===== src/dqe_pkg.sv =====
package dqe_pkg;

  // protocol limits
  localparam int MAX_LABEL       = 63;
  localparam int MAX_NAME_OCTETS = 255;
  localparam int HDR_LEN         = 12;
  localparam int TRL_LEN         = 5;
  localparam int BUF_OVERHEAD    = 18;
  localparam int BUF_SIZE_RESET  = 512;
  localparam int LBL_W           = 6;

  localparam logic [7:0] DOT_CHAR   = 8'h2E;
  localparam logic [7:0] QTYPE_A    = 8'h01;
  localparam logic [7:0] QTYPE_AAAA = 8'h1C;
  localparam logic [7:0] QCLASS_IN  = 8'h01;
  localparam logic [7:0] HDR_ONE    = 8'h01;

  // result status codes
  typedef enum logic [1:0] {
    ST_OK     = 2'd0,
    ST_LABEL  = 2'd1,
    ST_NAME   = 2'd2,
    ST_BUFFER = 2'd3
  } st_t;

  // byte source select
  typedef enum logic [1:0] {
    SRC_HDR = 2'd0,
    SRC_LEN = 2'd1,
    SRC_CHR = 2'd2,
    SRC_TRL = 2'd3
  } src_t;

  // sections one request produces
  typedef struct packed {
    logic hdr;
    logic lbl;
    logic trl;
    st_t  err;
  } plan_t;

  // controller to datapath
  typedef struct packed {
    logic             accept;
    logic             push;
    logic             fin;
    src_t             src;
    logic [LBL_W-1:0] idx;
    logic             err_push;
    st_t              err_code;
    logic [LBL_W-1:0] rd_addr;
  } cmd_t;

  // datapath to controller
  typedef struct packed {
    plan_t            plan;
    logic [LBL_W-1:0] emit_len;
    logic             space;
  } sts_t;

endpackage


===== src/dqe_datapath.sv =====
module dqe_datapath
  import dqe_pkg::*;
(
  input  logic        clk,
  input  logic        rst_n,
  input  logic        cfg_wr_en,
  input  logic [15:0] cfg_wr_data,
  input  logic [15:0] in_tdata,
  input  logic        in_tuser,
  output logic        out_tvalid,
  input  logic        out_tready,
  output logic [23:0] out_tdata,
  output logic [1:0]  out_tuser,
  output logic        out_tlast,
  input  cmd_t        cmd,
  output sts_t        sts
);

  typedef enum logic [2:0] {
    PH_IDLE   = 3'b001,
    PH_ACTIVE = 3'b010,
    PH_DROP   = 3'b100
  } ph_t;

  function automatic logic [7:0] hdr_byte(input logic [3:0] i);
    logic [7:0] b;
    b = 8'h00;
    if (i == 4'd2 || i == 4'd5) b = HDR_ONE;
    return b;
  endfunction

  function automatic logic [7:0] trl_byte(input logic [3:0] i, input logic v6);
    logic [7:0] b;
    b = 8'h00;
    if (i == 4'd2) b = v6 ? QTYPE_AAAA : QTYPE_A;
    if (i == 4'd4) b = QCLASS_IN;
    return b;
  endfunction

  logic [15:0]      bsize_r;
  ph_t              phase_r, phase_nxt;
  logic [LBL_W-1:0] len_r, len_nxt;
  logic [8:0]       oct_r, oct_nxt;
  logic [15:0]      nc_r, nc_nxt;
  logic             pdot_r, pdot_nxt;
  logic             v6_r;
  logic [LBL_W-1:0] emit_len_r;
  logic [7:0]       mem [0:MAX_LABEL-1];
  logic [7:0]       rd_data_r;

  logic             pend_v_r;
  logic [7:0]       pend_b_r;
  logic             out_v_r;
  logic [7:0]       o_b0_r, o_b1_r;
  logic [1:0]       o_cnt_r;
  st_t              o_st_r;
  logic             o_last_r;

  logic [7:0]       ch;
  logic             v6_in, is_end, first, drop;
  logic [LBL_W-1:0] len_cur;
  logic [8:0]       oct_cur;
  logic [15:0]      nc_cur, nc_inc, nc_chk;
  logic             pd_cur, buf_short, over, full, store;
  logic [9:0]       total;
  plan_t            plan;
  logic [7:0]       byte_v;

  assign ch     = in_tdata[7:0];
  assign v6_in  = in_tdata[8];
  assign is_end = in_tuser;
  assign first  = (phase_r == PH_IDLE);
  assign drop   = (phase_r == PH_DROP);

  // name state as seen by this request
  assign len_cur = first ? '0 : len_r;
  assign oct_cur = first ? '0 : oct_r;
  assign nc_cur  = first ? '0 : nc_r;
  assign pd_cur  = first ? 1'b0 : pdot_r;
  assign nc_inc  = (nc_cur == 16'hFFFF) ? nc_cur : nc_cur + 16'd1;
  assign nc_chk  = is_end ? nc_cur : nc_inc;

  // size checks
  assign buf_short = ({1'b0, nc_chk} + 17'(BUF_OVERHEAD)) > {1'b0, bsize_r};
  assign total     = {1'b0, oct_cur} + 10'd1 + {4'b0, len_cur};
  assign over      = total > 10'(MAX_NAME_OCTETS);
  assign full      = len_cur >= LBL_W'(MAX_LABEL);

  // decide what this request produces and its next name state
  always_comb begin
    plan      = '{hdr: 1'b0, lbl: 1'b0, trl: 1'b0, err: ST_OK};
    phase_nxt = phase_r;
    len_nxt   = len_cur;
    oct_nxt   = oct_cur;
    nc_nxt    = nc_cur;
    pdot_nxt  = pd_cur;
    store     = 1'b0;
    if (drop) begin
      if (is_end) phase_nxt = PH_IDLE;
    end else begin
      plan.hdr  = first;
      phase_nxt = PH_ACTIVE;
      if (!is_end) begin
        nc_nxt = nc_inc;
        priority if (buf_short) begin
          plan.err  = ST_BUFFER;
          phase_nxt = PH_DROP;
        end else if (ch == DOT_CHAR) begin
          if (over) begin
            plan.err  = ST_NAME;
            phase_nxt = PH_DROP;
          end else begin
            plan.lbl = 1'b1;
            oct_nxt  = total[8:0];
            len_nxt  = '0;
            pdot_nxt = 1'b1;
          end
        end else if (full) begin
          plan.err  = ST_LABEL;
          phase_nxt = PH_DROP;
        end else begin
          store    = 1'b1;
          len_nxt  = len_cur + LBL_W'(1);
          pdot_nxt = 1'b0;
        end
      end else begin
        phase_nxt = PH_IDLE;
        priority if (buf_short) begin
          plan.err = ST_BUFFER;
        end else if (!pd_cur && over) begin
          plan.err = ST_NAME;
        end else begin
          plan.lbl = !pd_cur;
          plan.trl = 1'b1;
        end
      end
    end
  end

  // configuration and name state
  always_ff @(posedge clk) begin
    if (!rst_n) begin
      bsize_r <= 16'(BUF_SIZE_RESET);
      phase_r <= PH_IDLE;
      len_r   <= '0;
      oct_r   <= '0;
      nc_r    <= '0;
      pdot_r  <= 1'b0;
      v6_r    <= 1'b0;
    end else begin
      if (cfg_wr_en) bsize_r <= cfg_wr_data;
      if (cmd.accept) begin
        phase_r <= phase_nxt;
        len_r   <= len_nxt;
        oct_r   <= oct_nxt;
        nc_r    <= nc_nxt;
        pdot_r  <= pdot_nxt;
        if (first) v6_r <= v6_in;
      end
    end
  end

  // label length captured for emission
  always_ff @(posedge clk) begin
    if (cmd.accept) emit_len_r <= len_cur;
  end

  // label store
  always_ff @(posedge clk) begin
    if (cmd.accept && store) mem[len_cur] <= ch;
    rd_data_r <= mem[cmd.rd_addr];
  end

  // byte source
  always_comb begin
    unique case (cmd.src)
      SRC_HDR: byte_v = hdr_byte(cmd.idx[3:0]);
      SRC_LEN: byte_v = {2'b00, emit_len_r};
      SRC_CHR: byte_v = rd_data_r;
      SRC_TRL: byte_v = trl_byte(cmd.idx[3:0], v6_r);
      default: byte_v = 8'h00;
    endcase
  end

  // pair packer and output register
  always_ff @(posedge clk) begin
    if (!rst_n) begin
      pend_v_r <= 1'b0;
      out_v_r  <= 1'b0;
    end else begin
      if (cmd.err_push) begin
        out_v_r  <= 1'b1;
        o_b0_r   <= 8'h00;
        o_b1_r   <= 8'h00;
        o_cnt_r  <= 2'd0;
        o_st_r   <= cmd.err_code;
        o_last_r <= 1'b1;
      end else if (cmd.push && pend_v_r) begin
        out_v_r  <= 1'b1;
        o_b0_r   <= pend_b_r;
        o_b1_r   <= byte_v;
        o_cnt_r  <= 2'd2;
        o_st_r   <= ST_OK;
        o_last_r <= cmd.fin;
        pend_v_r <= 1'b0;
      end else if (cmd.push && cmd.fin) begin
        out_v_r  <= 1'b1;
        o_b0_r   <= byte_v;
        o_b1_r   <= 8'h00;
        o_cnt_r  <= 2'd1;
        o_st_r   <= ST_OK;
        o_last_r <= 1'b1;
      end else begin
        if (out_tready) out_v_r <= 1'b0;
        if (cmd.push) begin
          pend_b_r <= byte_v;
          pend_v_r <= 1'b1;
        end
      end
    end
  end

  assign out_tvalid = out_v_r;
  assign out_tdata  = {6'b0, o_cnt_r, o_b1_r, o_b0_r};
  assign out_tuser  = o_st_r;
  assign out_tlast  = o_last_r;

  assign sts.plan     = plan;
  assign sts.emit_len = emit_len_r;
  assign sts.space    = !out_v_r || out_tready;

endmodule


===== src/dqe_ctrl.sv =====
module dqe_ctrl
  import dqe_pkg::*;
(
  input  logic clk,
  input  logic rst_n,
  input  logic in_tvalid,
  output logic in_tready,
  input  sts_t sts,
  output cmd_t cmd
);

  typedef enum logic [5:0] {
    S_IDLE = 6'b000001,
    S_HDR  = 6'b000010,
    S_LEN  = 6'b000100,
    S_CHR  = 6'b001000,
    S_TRL  = 6'b010000,
    S_ERR  = 6'b100000
  } state_t;

  state_t           state_r, state_nxt;
  logic [LBL_W-1:0] cnt_r, cnt_nxt;
  logic             lbl_r, trl_r;
  st_t              err_r;
  logic             ok, sec_last, step;
  logic [LBL_W-1:0] cnt_inc;
  state_t           after_hdr, after_lbl, after_trl, from_idle;

  assign in_tready = (state_r == S_IDLE);
  assign ok        = (err_r == ST_OK);
  assign cnt_inc   = cnt_r + LBL_W'(1);
  assign step      = sts.space;

  // section ordering
  assign after_trl = ok ? S_IDLE : S_ERR;
  assign after_lbl = trl_r ? S_TRL : after_trl;
  assign after_hdr = lbl_r ? S_LEN : after_lbl;
  always_comb begin
    priority if (sts.plan.hdr)            from_idle = S_HDR;
    else if (sts.plan.lbl)                from_idle = S_LEN;
    else if (sts.plan.trl)                from_idle = S_TRL;
    else if (sts.plan.err != ST_OK)       from_idle = S_ERR;
    else                                  from_idle = S_IDLE;
  end

  // sequencing and commands
  always_comb begin
    state_nxt    = state_r;
    cnt_nxt      = cnt_r;
    sec_last     = 1'b0;
    cmd.accept   = 1'b0;
    cmd.push     = 1'b0;
    cmd.fin      = 1'b0;
    cmd.src      = SRC_HDR;
    cmd.idx      = cnt_r;
    cmd.err_push = 1'b0;
    cmd.err_code = err_r;
    cmd.rd_addr  = cnt_r;
    unique case (state_r)
      S_IDLE: begin
        cmd.accept = in_tvalid;
        if (in_tvalid) begin
          state_nxt = from_idle;
          cnt_nxt   = '0;
        end
      end
      S_HDR: begin
        sec_last = (cnt_r == LBL_W'(HDR_LEN - 1));
        cmd.src  = SRC_HDR;
        cmd.push = step;
        cmd.fin  = sec_last && !lbl_r && !trl_r && ok;
        if (step) begin
          cnt_nxt = sec_last ? '0 : cnt_inc;
          if (sec_last) state_nxt = after_hdr;
        end
      end
      S_LEN: begin
        cmd.src     = SRC_LEN;
        cmd.rd_addr = '0;
        cmd.push    = step;
        cmd.fin     = (sts.emit_len == '0) && !trl_r && ok;
        if (step) begin
          cnt_nxt   = '0;
          state_nxt = (sts.emit_len != '0) ? S_CHR : after_lbl;
        end
      end
      S_CHR: begin
        sec_last = (cnt_inc == sts.emit_len);
        cmd.src  = SRC_CHR;
        cmd.push = step;
        cmd.fin  = sec_last && !trl_r && ok;
        if (step && !sec_last) cmd.rd_addr = cnt_inc;
        if (step) begin
          cnt_nxt = sec_last ? '0 : cnt_inc;
          if (sec_last) state_nxt = after_lbl;
        end
      end
      S_TRL: begin
        sec_last = (cnt_r == LBL_W'(TRL_LEN - 1));
        cmd.src  = SRC_TRL;
        cmd.push = step;
        cmd.fin  = sec_last && ok;
        if (step) begin
          cnt_nxt = sec_last ? '0 : cnt_inc;
          if (sec_last) state_nxt = after_trl;
        end
      end
      S_ERR: begin
        cmd.err_push = step;
        if (step) state_nxt = S_IDLE;
      end
      default: state_nxt = S_IDLE;
    endcase
  end

  // state and latched plan
  always_ff @(posedge clk) begin
    if (!rst_n) begin
      state_r <= S_IDLE;
      cnt_r   <= '0;
      lbl_r   <= 1'b0;
      trl_r   <= 1'b0;
      err_r   <= ST_OK;
    end else begin
      state_r <= state_nxt;
      cnt_r   <= cnt_nxt;
      if (cmd.accept) begin
        lbl_r <= sts.plan.lbl;
        trl_r <= sts.plan.trl;
        err_r <= sts.plan.err;
      end
    end
  end

endmodule


===== src/dns_query_encoder_top.sv =====
// channel | dir | tdata (low bit up)                      | tuser         | tlast
// in_     | in  | char_byte[7:0], want_ipv6[8], pad[15:9]  | req_type      | -
// out_    | out | byte_first[7:0], byte_second[15:8],      | status[1:0]   | is_last
//         |     | byte_count[17:16], pad[23:18]            |               |
// cfg_    | in  | cfg_wr_data = buffer_size, written when cfg_wr_en is high
//
// a character request that only buffers is accepted without leaving S_IDLE; a request
// that emits bytes runs the sequencer through them (12 header, 1 + label length,
// 5 trailer), then through an error result if there is one; the controller's byte
// sequencer feeds one byte a cycle to the pair packer unless out_tready stalls it.
// in_tready is high only while the sequencer is idle; a held result does not block it.
// out_tready low while a result is held stalls the sequencer in place; the label store
// has no clearing pass.
// reset is synchronous on rst_n; buffer_size resets to 512.
module dns_query_encoder_top
  import dqe_pkg::*;
(
  input  logic        clk,
  input  logic        rst_n,
  input  logic        cfg_wr_en,
  input  logic [15:0] cfg_wr_data,
  input  logic        in_tvalid,
  output logic        in_tready,
  input  logic [15:0] in_tdata,   // char_byte[7:0], want_ipv6[8]
  input  logic        in_tuser,   // req_type
  output logic        out_tvalid,
  input  logic        out_tready,
  output logic [23:0] out_tdata,  // byte_first[7:0], byte_second[15:8], byte_count[17:16]
  output logic [1:0]  out_tuser,  // status
  output logic        out_tlast
);

  cmd_t cmd;
  sts_t sts;

  // byte sequencer
  dqe_ctrl u_ctrl (
    .clk       (clk),
    .rst_n     (rst_n),
    .in_tvalid (in_tvalid),
    .in_tready (in_tready),
    .sts       (sts),
    .cmd       (cmd)
  );

  // name state, label store and packer
  dqe_datapath u_dp (
    .clk         (clk),
    .rst_n       (rst_n),
    .cfg_wr_en   (cfg_wr_en),
    .cfg_wr_data (cfg_wr_data),
    .in_tdata    (in_tdata),
    .in_tuser    (in_tuser),
    .out_tvalid  (out_tvalid),
    .out_tready  (out_tready),
    .out_tdata   (out_tdata),
    .out_tuser   (out_tuser),
    .out_tlast   (out_tlast),
    .cmd         (cmd),
    .sts         (sts)
  );

endmodule


===== config.mk =====
export PLATFORM = sky130hd
export DESIGN_NAME = dns_query_encoder_top
export DESIGN_NICKNAME = d
export VERILOG_FILES = /design/src/dqe_pkg.sv /design/src/dqe_datapath.sv /design/src/dqe_ctrl.sv /design/src/dns_query_encoder_top.sv
export SDC_FILE = /design/constraint.sdc
export NUM_CORES = 1
export LEC_CHECK = 0
export ABC_AREA = 1
export ABC_CLOCK_PERIOD_IN_PS = 4700
export BUFFER_PORTS_ARGS = -buffer_cell sky130_fd_sc_hd__buf_2
export CORE_UTILIZATION = 34
export CTS_CLUSTER_DIAMETER = 30
export DETAILED_ROUTE_END_ITERATION = 16
export SLEW_MARGIN = 40
export SYNTH_ARGS = -nofsm -noshare
export SYNTH_HDL_FRONTEND = slang
export SYNTH_SLANG_ARGS = --single-unit

===== constraint.sdc =====
create_clock -name clk -period 4.7 [get_ports clk]
set_clock_uncertainty 0.2 [all_clocks]
set_input_delay 0.94 -clock clk [delete_from_list [all_inputs] [get_ports clk]]
set_output_delay 0.94 -clock clk [all_outputs]
set_load 0.01 [all_outputs]

## After elaboration in Yosys (flattened, before gate mapping)

Memories as Yosys holds them, arrays and structs flattened. A register that Yosys moved wholly into a read port is not among the register bits.
Cells that the tools add are included.

- $add $sub $neg: 6
- Order comparisons: 3
- Equal/unequal tests: 30
- Mux-type cells: 108
- Bitwise operators: 3
- Reductions and logical operators: 37

Operators by type and width:

| cell | number |
|---|---|
| $mux W6 | 33 |
| $mux W16 | 4 |
| $mux W9 | 6 |
| $mux W8 | 6 |
| $pmux W6 S6 | 1 |
| $mux W1 | 32 |
| $pmux W8 S4 | 1 |
| $pmux W6 S5 | 1 |
| $mux W2 | 13 |
| $mux W3 | 7 |
| $ne A2 B1 Y1 const B | 9 |
| $add A16 B5 Y17 const B | 1 |
| $gt A17 B16 Y1 | 1 |
| $add A16 B1 Y16 const B | 1 |
| $eq A16 B16 Y1 const B | 1 |
| $pmux W4 S4 | 1 |
| $logic_and A1 B1 Y1 | 13 |
| $add A6 B1 Y6 const B | 2 |
| $eq A6 B3 Y1 const B | 2 |
| $eq A6 B4 Y1 const B | 2 |
| $pmux W6 S2 | 1 |
| $add A10 B6 Y10 | 1 |
| $add A9 B1 Y10 const B | 1 |
| $gt A10 B8 Y1 const B | 1 |
| other kinds (31) | 46 |

- Flip-flop bits (word level): 105
- Memory bits (writable): 504
- Input bits: 38
- Output and inout bits: 29
- Logic and storage cells: 210
- Memories: 1

Memories:

| name | depth | width | read ports | clocked after Yosys merged registers in | wr ports | line | source |
|---|---|---|---|---|---|---|---|
| u_dp.mem | 63 | 8 | 1 | 1 | 1 | dqe_datapath.sv:48 | `logic [7:0] mem [0:MAX_LABEL-1];` |

## Depth between registers and ports, before layout

Gate-level depths: netlist of the first run.

- Word-level depth: 17
- Mapped depth: 42
- Gate-level depth less buffers: 39

## Cells and area by module

From an unflattened synthesis of the first run, not the netlist that was laid out.

- Cell total of the unflattened synthesis: 2625
- Area total of the unflattened synthesis: 27531.4 um2

By module, submodules not included:

| module | instances | cells an instance | area each (um2) | seq. area each (um2) |
|---|---|---|---|---|
| dqe_datapath | 1 | 2361 | 25988.7 | 17426.7 |
| dqe_ctrl | 1 | 264 | 1542.7 | 320.3 |

## Least setup slack after synthesis of the first run

No wires, ideal clock.

- Path type: reg2reg
- Start point: register u_dp.phase_r[1]
- End point: memory u_dp.mem[1][0] (enable)
- Setup time: 0.370 ns
- Data arrival time: 4.632 ns
- Required time: 4.130 ns
- Setup slack: -0.502 ns
- Cell stages (with the launch flop): 36
- Path buffers: 3
- Period minus slack after synthesis: 5.202 ns
- Cells stage by stage: dfxtp_1 > inv_1 > nand3_2 > buf_6 > buf_6 > nand2_1 > inv_1 > ha_1 > nand2_1 > nand3b_1 > inv_1 > nand2_1 > nor2_2 > nand3b_1 > nand3b_1 > nand2_2 > inv_1 > ha_1 > nand2_1 > nand2_1 > nand2_1 > inv_1 > nand3_1 > nor3_1 > nand4_1 > xor2_1 > ha_1 > nand2_1 > nor2_1 > nand4_1 > nand2_1 > nand2_4 > nor4_4 > buf_4 > nand4_2 > nor2_1

- Cells in the longest elaborated chain, start to end: 13
- Elaborated cells on any way between the ends: 19
- Those cells by class: add/sub: 2; order compare: 2; eq/ne: 3; mux: 11; reduce/logical: 1

Ends and longest elaborated chain:

| element | line | source |
|---|---|---|
| from (decl) | dqe_datapath.sv:41 | `ph_t phase_r, phase_nxt;` |
| from (signal assigned) | dqe_datapath.sv:153 | `phase_r <= phase_nxt;` |
| $eq A3 B1 Y1 | dqe_datapath.sv:72 | `assign first = (phase_r == PH_IDLE);` |
| $mux W16 | dqe_datapath.sv:78 | `assign nc_cur = first ? '0 : nc_r;` |
| $add A16 B1 Y16 / $eq A16 B16 Y1 (equally long branches) | dqe_datapath.sv:80 | `assign nc_inc = (nc_cur == 16'hFFFF) ? nc_cur : nc_cur + 16'd1;` |
| $mux W16 | dqe_datapath.sv:80 |  |
| $mux W16 | dqe_datapath.sv:81 | `assign nc_chk = is_end ? nc_cur : nc_inc;` |
| $add A16 B5 Y17 | dqe_datapath.sv:84 | `assign buf_short = ({1'b0, nc_chk} + 17'(BUF_OVERHEAD)) > {1'b0, bsize_r};` |
| $gt A17 B16 Y1 | dqe_datapath.sv:84 |  |
| $mux W1 | dqe_datapath.sv:105 | `priority if (buf_short) begin` |
| $mux W1 | dqe_datapath.sv:103 | `if (!is_end) begin` |
| $mux W1 | dqe_datapath.sv:98 | `if (drop) begin` |
| $logic_and A1 B1 Y1 | dqe_datapath.sv:170 | `if (cmd.accept && store) mem[len_cur] <= ch;` |
| $mux W1 | dqe_datapath.sv:170 |  |
| $mux W1 (implied by the code) | dqe_datapath.sv:170 |  |
| to (decl) | dqe_datapath.sv:48 |  |

Parallel ways exist; a longest one is shown, timed or not.

## Final worst setup path of the first run

- Start point: register u_dp.phase_r[2]
- End point: memory u_dp.mem[19][7] (enable)

The elaborated chain is that of the path after synthesis.

==> impl_table.tex, run 1 <==
\begin{tabular}{lr}
\hline
Metric & Value \\
\hline
\multicolumn{2}{l}{\textbf{Power}} \\
Internal Dissipation & 0.0120 W \\
Peak supply drop & 0.298 mV \\
Proportion of total power due to net switching & 26.7\% \\
Switching power summed over all nets & 0.00438 W \\
Power density relative to cell area & 461 nW/um\^{}2 \\
Share of total power in the clock network & 48.2\% \\
Fraction of power consumed by sequential logic & 38.4\% \\
Gate power share & 13.4\% \\
Leak & 13.6 nW \\
Pwr Total & 0.0164 W \\
\multicolumn{2}{l}{\textbf{Drt}} \\
Total Wirelength & 71,700 um \\
Average vias per placed instance & 4.90 \\
Routed via count & 20.3k \\
Number of design-rule violations left by the first detailed-router iteration & 1,609 \\
Count of antenna-violating nets left after detailed routing & 0 \\
Residual DRC count & 0 \\
Pre-Repair DR Iteration Count & 5 \\
Detail-routed net length per standard cell & 17.3 um \\
\multicolumn{2}{l}{\textbf{Cells and area}} \\
Leading cell types in the layout, fill and taps excluded & 692 x sky130\_fd\_sc\_hd\_\_nand2\_1, 539 x sky130\_fd\_sc\_hd\_\_edfxtp\_1, 308 x sky130\_fd\_sc\_hd\_\_nand3\_1 \\
Layout Nets & 3,051 \\
Leading cell type in the layout, fill and taps excluded & sky130\_fd\_sc\_hd\_\_nand2\_1 \\
Share of layout cells above drive strength 1 & 21.1\% \\
Final core utilization & 43.9\% \\
Area added between synthesis and finish & 27.2\% \\
\multicolumn{2}{l}{\textbf{Clock network}} \\
Clock-pin transition on the worst setup and hold timing paths & 0.04 ns \\
Number of buffers inserted for hold repair after clock tree synthesis & 0 \\
Clk sinks & 617 \\
Clock network latency to the later pin of the worst-skew pair & 0.66 ns \\
Clock buffers created by TritonCTS & 111 \\
CTS root buf & sky130\_fd\_sc\_hd\_\_clkbuf\_16 \\
Clock Tree Buf Depth & 3 \\
Deepest level of the CTS H-tree & 3 \\
CTS tree & yes \\
\multicolumn{2}{l}{\textbf{Place}} \\
Pre-CTS worst setup slack & -0.444 ns \\
Number of buffers inserted by port buffering & 53 \\
Routability congestion estimate & 0.843 \\
Placed wire-length estimate after detailed placement & 42,600 um \\
\multicolumn{2}{l}{\textbf{Timing}} \\
Setup total negative slack & -131.74 ns \\
Min Hold Slack & 0.264 ns \\
Final period util & 107\% \\
Crit path setup slack, layout & -0.339 ns \\
Worst-Margin Slew & 0.856 ns \\
Setup violations, final & 505 \\
Max-slew violation count & 0 \\
Final critical-path required period & 5.04 ns \\
Worst slew slack as a fraction of its limit & 42.9\% \\
Max Clock Freq & 198 MHz \\
Setup repair after global routing missed its margin & yes \\
Final count of hold timing violations & 0 \\
\multicolumn{2}{l}{\textbf{Worst setup path}} \\
Critical path start-end classification & reg -> reg \\
R2R cell count & 40 \\
Crit Reg-Reg Endpoint & u\_dp.mem[19][7] \\
Standard cell with the maximum stage delay on the critical path & sky130\_fd\_sc\_hd\_\_dfxtp\_2 \\
Cell family with the largest share of critical-path delay & simple AND/OR/NAND/NOR gates \\
Number of buffers and inverters on the critical path & 10 \\
Data arrival, critical path & 5.17 ns \\
RR Startpoint & u\_dp.phase\_r[2] \\
Crit path required time & 4.83 ns \\
Maximum fanout along the worst path & 8 \\
Critical path endpoint category & register \\
Startpoint of the worst setup timing path & u\_dp.phase\_r[2] \\
Setup crit start kind & register \\
Peak per-stage delay on the critical path & 0.31 ns \\
Depth of the critical timing path with buffers and inverters included & 40 \\
Setup slack, reg-to-reg & -0.34 ns \\
CP Capture Point & u\_dp.mem[19][7] \\
\multicolumn{2}{l}{\textbf{Floorplanning}} \\
Horiz. Die Dim & 289 um \\
Core footprint & 80,900 um\^{}2 \\
Number of rows created at floorplan & 104 \\
I/O pin count & 67 \\
Initial Util & 34.6\% \\
Die Span Y & 289 um \\
Area enclosed by the die boundary & 83,400 um\^{}2 \\
\multicolumn{2}{l}{\textbf{Global route}} \\
Wire length of the first global-routing pass & 110,000 um \\
Pin count of the biggest net entering global routing & 125 \\
Total Routing Usage GR & 17.2\% \\
Via count of the first global-routing pass & 19.8k \\
Gr ovfl total & 0 \\
Number of antenna violations at the first check in global routing & 0 \\
\multicolumn{2}{l}{\textbf{Worst hold path}} \\
Class of the tightest hold or removal check & reg -> reg \\
Min-delay src & u\_dp.oct\_r[0] \\
\multicolumn{2}{l}{\textbf{Logic synthesis}} \\
Post-Syn Instances & 2,741 \\
Synth unique cells & 58 \\
Yosys warning total & 0 \\
Count of flip-flops with a built-in enable after synthesis & 539 \\
Sequential element share of the synthesized area & 63.4\% \\
Netlist area before placement & 28,000 um\^{}2 \\
Number of synthesized register bits & 617 \\
Top\_reg\_cell synth & sky130\_fd\_sc\_hd\_\_edfxtp\_1 \\
Share of async-settable or async-resettable flops after synthesis & 0\% \\
Average cell area after synthesis & 10.2 um\^{}2 \\
\multicolumn{2}{l}{\textbf{Flow run}} \\
Max\_cap viols & 0 \\
\multicolumn{2}{l}{\textbf{Status}} \\
Outcome & complete, but fails checks \\
Failing checks & negative setup slack \\
\hline
\end{tabular}
==> kinds of logic (layout without fill, tap and decap cells) <==
kind of cell | count (synthesis) | after routing | share of synthesized area [%]
fa+ha+maj | 30 | 30 | 1.37
flops | 617 | 617 | 63.4
simple gates | 1367 | 1367 | 21.3
other cells | 1 | 7 | 0.0134
compound gates | 324 | 324 | 7.31
buf+inv | 374 | 707 | 5.69
xor+xnor | 28 | 28 | 0.904
==> synthesized netlist by cell type (29+ instances only) <==
master | instances | area, um^2
sky130_fd_sc_hd__ha_1 | 29 | 363
sky130_fd_sc_hd__nor2_1 | 199 | 747
sky130_fd_sc_hd__or2_2 | 44 | 275
sky130_fd_sc_hd__nand3_1 | 313 | 1570
sky130_fd_sc_hd__nand2_1 | 710 | 2670
sky130_fd_sc_hd__dfxtp_1 | 78 | 1560
sky130_fd_sc_hd__o211ai_1 | 122 | 916
sky130_fd_sc_hd__buf_2 | 60 | 300
sky130_fd_sc_hd__edfxtp_1 | 539 | 16200
sky130_fd_sc_hd__clkbuf_1 | 47 | 176
sky130_fd_sc_hd__inv_1 | 219 | 822
sky130_fd_sc_hd__a21oi_1 | 75 | 375
sky130_fd_sc_hd__o21ai_0 | 93 | 465
==> metal layers <==
metal | up-vias | global-route usage [%] | part of all wire [%]
met3 | 125 | 2.66 | 5.2
met1 | 9653 | 21.9 | 42
met4 | 0 | 7.00 | 3.0
li1 | 9961 | - | -
met5 | - | 0 | 0
met2 | 529 | 29.2 | 49
==> stage by stage <==
step	instances	cell area (um^2)
global placement	3911	31100
floorplan	2746	28200
CTS	4136	35400
detailed placement	3911	31100
finish	4140	35600
global route	4139	35600
==> state kept, by name, summed over array words and instances, names as in the netlist, 8 cells and up <==
signal          flops
u_dp.pend_b_r       8
u_dp.mem          504
u_dp.o_b1_r         8
u_dp.o_b0_r         8
u_dp.nc_r          16
u_dp.rd_data_r      8
u_dp.oct_r          9
u_dp.bsize_r       16
==> worst min-delay path by stage <==
stage                             to  slack (ns)  cells after the start
floorplan           u_dp.bsize_r[15]        0.23                      2
global placement    u_dp.bsize_r[15]        0.25                      2
detailed placement     u_dp.oct_r[0]        0.26                      2
CTS                    u_dp.oct_r[0]        0.26                      2
global route           u_dp.oct_r[0]        0.27                      2
finish                 u_dp.oct_r[0]        0.26                      2
==> what timing repair did <==
action                                  in CTS  in global routing
gates cloned                                 1                  0
endpoints found under the setup margin     507                528
resized for setup                           86                 29
setup buffers                               15                  3
pin swaps                                   25                 20
==> layout make-up <==
type	count	area (um^2)
Clock buffer	125	2850
Fill cell	7541	45400
Timing Repair Buffer	264	2520
Clock inverter	84	941
Multi-Input combinational cell	1755	9290
Sequential cell	617	17700
Tap cell	1060	1330
Inverter	234	890
Antenna cell	1	2.50
==> worst reg2reg max path: cells and delay by family (launching register included) <==
family	cells	cell delay (ns)
compound gates	2	0.25
fa+ha+maj	3	0.50
buf+inv	10	1.09
flops	1	0.31
simple gates	25	2.37
==> power groups by stage <==
stage / Sequential [W] / Clock, W / Combinational (W)
3_5_place_dp: 0.00639 / 0 / 0.00208
6_report: 0.00629 / 0.00791 / 0.00219
3_3_place_gp: 0.00639 / 0 / 0.00206
2_1_floorplan: 0.00636 / 0 / 0.00135
4_1_cts: 0.00629 / 0.00803 / 0.00217
5_1_grt: 0.00631 / 0.00825 / 0.00245
Power figures use the tool's default switching activity.
==> inputs of run 2 (changes only) <==
CTS_BUF_LIST = sky130_fd_sc_hd__clkbuf_4 sky130_fd_sc_hd__clkbuf_8 sky130_fd_sc_hd__clkbuf_16   (was default)
==> impl_table.tex, run 2 (synthesis results as in run 1) <==
\begin{tabular}{lr}
\hline
Metric & Value \\
\hline
\multicolumn{2}{l}{\textbf{Status}} \\
Outcome & complete, but fails checks \\
Failing checks & negative setup slack \\
\multicolumn{2}{l}{\textbf{Floorplanning}} \\
Horiz. Die Dim & 289 um (unchanged) \\
I/O pin count & 67 (unchanged) \\
Initial Util & 34.6\% (unchanged) \\
Core footprint & 80,900 um\^{}2 (unchanged) \\
Die Span Y & 289 um (unchanged) \\
Area enclosed by the die boundary & 83,400 um\^{}2 (unchanged) \\
Number of rows created at floorplan & 104 (unchanged) \\
\multicolumn{2}{l}{\textbf{Worst setup path}} \\
RR Startpoint & u\_dp.phase\_r[1] \\
Peak per-stage delay on the critical path & 0.33 ns (+0.02 ns) \\
Startpoint of the worst setup timing path & u\_dp.phase\_r[1] \\
Crit path required time & 4.83 ns (about the same) \\
Data arrival, critical path & 5.08 ns (-0.09 ns) \\
Cell family with the largest share of critical-path delay & simple AND/OR/NAND/NOR gates \\
Setup crit start kind & register \\
Critical path start-end classification & reg -> reg \\
Crit Reg-Reg Endpoint & u\_dp.mem[25][4] \\
R2R cell count & 37 (-7.5\%) \\
Top cell by count, worst path & sky130\_fd\_sc\_hd\_\_nand2\_2 \\
Number of buffers and inverters on the critical path & 8 (-2) \\
Standard cell with the maximum stage delay on the critical path & sky130\_fd\_sc\_hd\_\_dfxtp\_2 \\
Critical path endpoint category & register \\
Maximum fanout along the worst path & 8 (unchanged) \\
Setup slack, reg-to-reg & -0.25 ns (+0.09 ns) \\
\multicolumn{2}{l}{\textbf{Timing}} \\
Worst-Margin Slew & 0.924 ns (+0.0673 ns) \\
Crit path setup slack, layout & -0.251 ns (+0.0886 ns) \\
Setup violations, final & 504 (-0.20\%) \\
Final critical-path required period & 4.95 ns (-0.0886 ns) \\
Final period util & 105\% (-1.9 points) \\
Setup repair after global routing missed its margin & yes \\
Worst slew slack as a fraction of its limit & 38.3\% (-4.6 points) \\
Max Clock Freq & 202 MHz (+1.8\%) \\
Max-slew violation count & 0 (unchanged) \\
Min Hold Slack & 0.265 ns (+0.000722 ns) \\
Final count of hold timing violations & 0 (unchanged) \\
\multicolumn{2}{l}{\textbf{Global route}} \\
Pin count of the biggest net entering global routing & 125 (unchanged) \\
Number of antenna violations at the first check in global routing & 0 (unchanged) \\
Total Routing Usage GR & 17.2\% (about the same) \\
Wire length of the first global-routing pass & 110,000 um (about the same) \\
Gr ovfl total & 0 (unchanged) \\
Via count of the first global-routing pass & 19.7k (-0.086\%) \\
\multicolumn{2}{l}{\textbf{Cells and area}} \\
Largest Register & u\_dp.mem \\
Max FFs per register & 504 (unchanged) \\
Final antenna diode count & 0 (-1) \\
Largest registers in the final layout & u\_dp.mem (504), u\_dp.bsize\_r (16), u\_dp.nc\_r (16) \\
Leading cell types in the layout, fill and taps excluded & 693 x sky130\_fd\_sc\_hd\_\_nand2\_1, 539 x sky130\_fd\_sc\_hd\_\_edfxtp\_1, 308 x sky130\_fd\_sc\_hd\_\_nand3\_1 \\
Fill cell count & 7,519 (-0.29\%) \\
Layout Nets & 3,048 (-0.098\%) \\
Area added between synthesis and finish & 27.1\% (about the same) \\
Leading cell type in the layout, fill and taps excluded & sky130\_fd\_sc\_hd\_\_nand2\_1 \\
Share of layout cells above drive strength 1 & 21.3\% (+0.15 points) \\
\multicolumn{2}{l}{\textbf{Clock network}} \\
CTS root buf & sky130\_fd\_sc\_hd\_\_clkbuf\_16 \\
Clk sinks & 617 (unchanged) \\
Clock-pin transition on the worst setup and hold timing paths & 0.04 ns (about the same) \\
Deepest level of the CTS H-tree & 3 (unchanged) \\
Clock network latency to the later pin of the worst-skew pair & 0.66 ns (about the same) \\
Number of buffers inserted for hold repair after clock tree synthesis & 0 (unchanged) \\
CTS tree & yes \\
Clock buffers created by TritonCTS & 111 (unchanged) \\
Clock Tree Buf Depth & 3 (unchanged) \\
\multicolumn{2}{l}{\textbf{Power}} \\
Fraction of power consumed by sequential logic & 38.3\% (about the same) \\
Proportion of total power due to net switching & 26.6\% (-0.14 points) \\
Internal Dissipation & 0.0121 W (+0.51\%) \\
Power density relative to cell area & 463 nW/um\^{}2 (+0.38\%) \\
Share of total power in the clock network & 48.5\% (+0.3 points) \\
Gate power share & 13.2\% (-0.2 points) \\
Switching power summed over all nets & 0.00437 W (-0.19\%) \\
Leak & 13.6 nW (-0.21\%) \\
Peak supply drop & 0.298 mV (-0.11\%) \\
\multicolumn{2}{l}{\textbf{Worst hold path}} \\
Hold Path Stages & 2 (unchanged) \\
End point of the most critical hold path & u\_dp.bsize\_r[10] \\
Min-delay src & u\_dp.bsize\_r[10] \\
Class of the tightest hold or removal check & reg -> reg \\
\multicolumn{2}{l}{\textbf{Place}} \\
Routability congestion estimate & 0.843 (unchanged) \\
Number of buffers inserted by port buffering & 53 (unchanged) \\
Placed wire-length estimate after detailed placement & 42,600 um (unchanged) \\
Pre-CTS worst setup slack & -0.444 ns (unchanged) \\
\multicolumn{2}{l}{\textbf{Drt}} \\
Detail-routed net length per standard cell & 17.3 um (+0.13\%) \\
Residual DRC count & 0 (unchanged) \\
Average vias per placed instance & 4.92 (+0.46\%) \\
Count of antenna-violating nets left after detailed routing & 0 (unchanged) \\
Routed via count & 20.3k (+0.37\%) \\
Total Wirelength & 71,700 um (about the same) \\
Number of design-rule violations left by the first detailed-router iteration & 1,614 (+0.31\%) \\
Pre-Repair DR Iteration Count & 7 (+2) \\
\multicolumn{2}{l}{\textbf{Flow run}} \\
Max\_cap viols & 0 (unchanged) \\
\hline
\end{tabular}
[run 2: how the worst max path moves through the flow]
stage	to	slack, ns	cells after the start
detailed placement	u_dp.mem[47][5]	-0.44	34
global placement	u_dp.mem[44][3]	-0.39	34
floorplan	u_dp.mem[16][0]	-0.24	36
global route	u_dp.mem[56][0]	-0.65	37
finish	u_dp.mem[25][4]	-0.25	37
CTS	u_dp.mem[25][4]	-0.22	37
[run 2: layout make-up]
cell class | count | area, um^2 | area share, %
clock buffer | 125 | 2900 | 8.14
clock inverter | 84 | 941 | 2.65
inverter | 234 | 890 | 2.50
multi-input combinational | 1755 | 9260 | 26.0
sequential | 617 | 17700 | 49.9
tap | 1060 | 1330 | 3.73
timing repair buffer | 261 | 2490 | 7.01
[run 2: repair_timing]
item,in CTS,in global routing
endpoints found under the setup margin,507,528
buffers inserted,14,2
cloned,1,0
pin swaps,25,4
gates resized for setup,93,16
[run 2: tightest hold or removal path: stages, from the launching register on]
cell and delay [ns]:
sky130_fd_sc_hd__dfxtp_1 0.29, sky130_fd_sc_hd__inv_1 0.06, sky130_fd_sc_hd__a21oi_1 0.06
[run 2: stage by stage]
stage	TNS, ns	power, W	instance area, um^2	cells	utilization (%)
2_1_floorplan	-109.98	0.00771	28200	2746	-
3_3_place_gp	-162.69	0.00845	31100	3911	38.5
3_5_place_dp	-184.73	0.00847	31100	3911	38.5
4_1_cts	-83.36	0.0166	35400	4134	43.8
5_1_grt	-303.54	0.0171	35500	4136	43.9
6_report	-93.99	0.0164	35500	4136	43.9
[run 2: layer usage]
layer | vias to the layer above | GRT usage [%] | routed length [um]
met5 | - | 0 | 0
met4 | 0 | 7.17 | 2120
met3 | 127 | 2.65 | 3740
met2 | 556 | 29.1 | 35400
met1 | 9718 | 22.0 | 30500
li1 | 9941 | - | -
[run 2: power groups by stage]
stage / clock network [W] / logic [W] / registers (W)
6_report: 0.00798 / 0.00218 / 0.00629
5_1_grt: 0.00832 / 0.00243 / 0.00631
4_1_cts: 0.00810 / 0.00216 / 0.00629
3_5_place_dp: 0 / 0.00208 / 0.00639
3_3_place_gp: 0 / 0.00206 / 0.00639
2_1_floorplan: 0 / 0.00135 / 0.00636
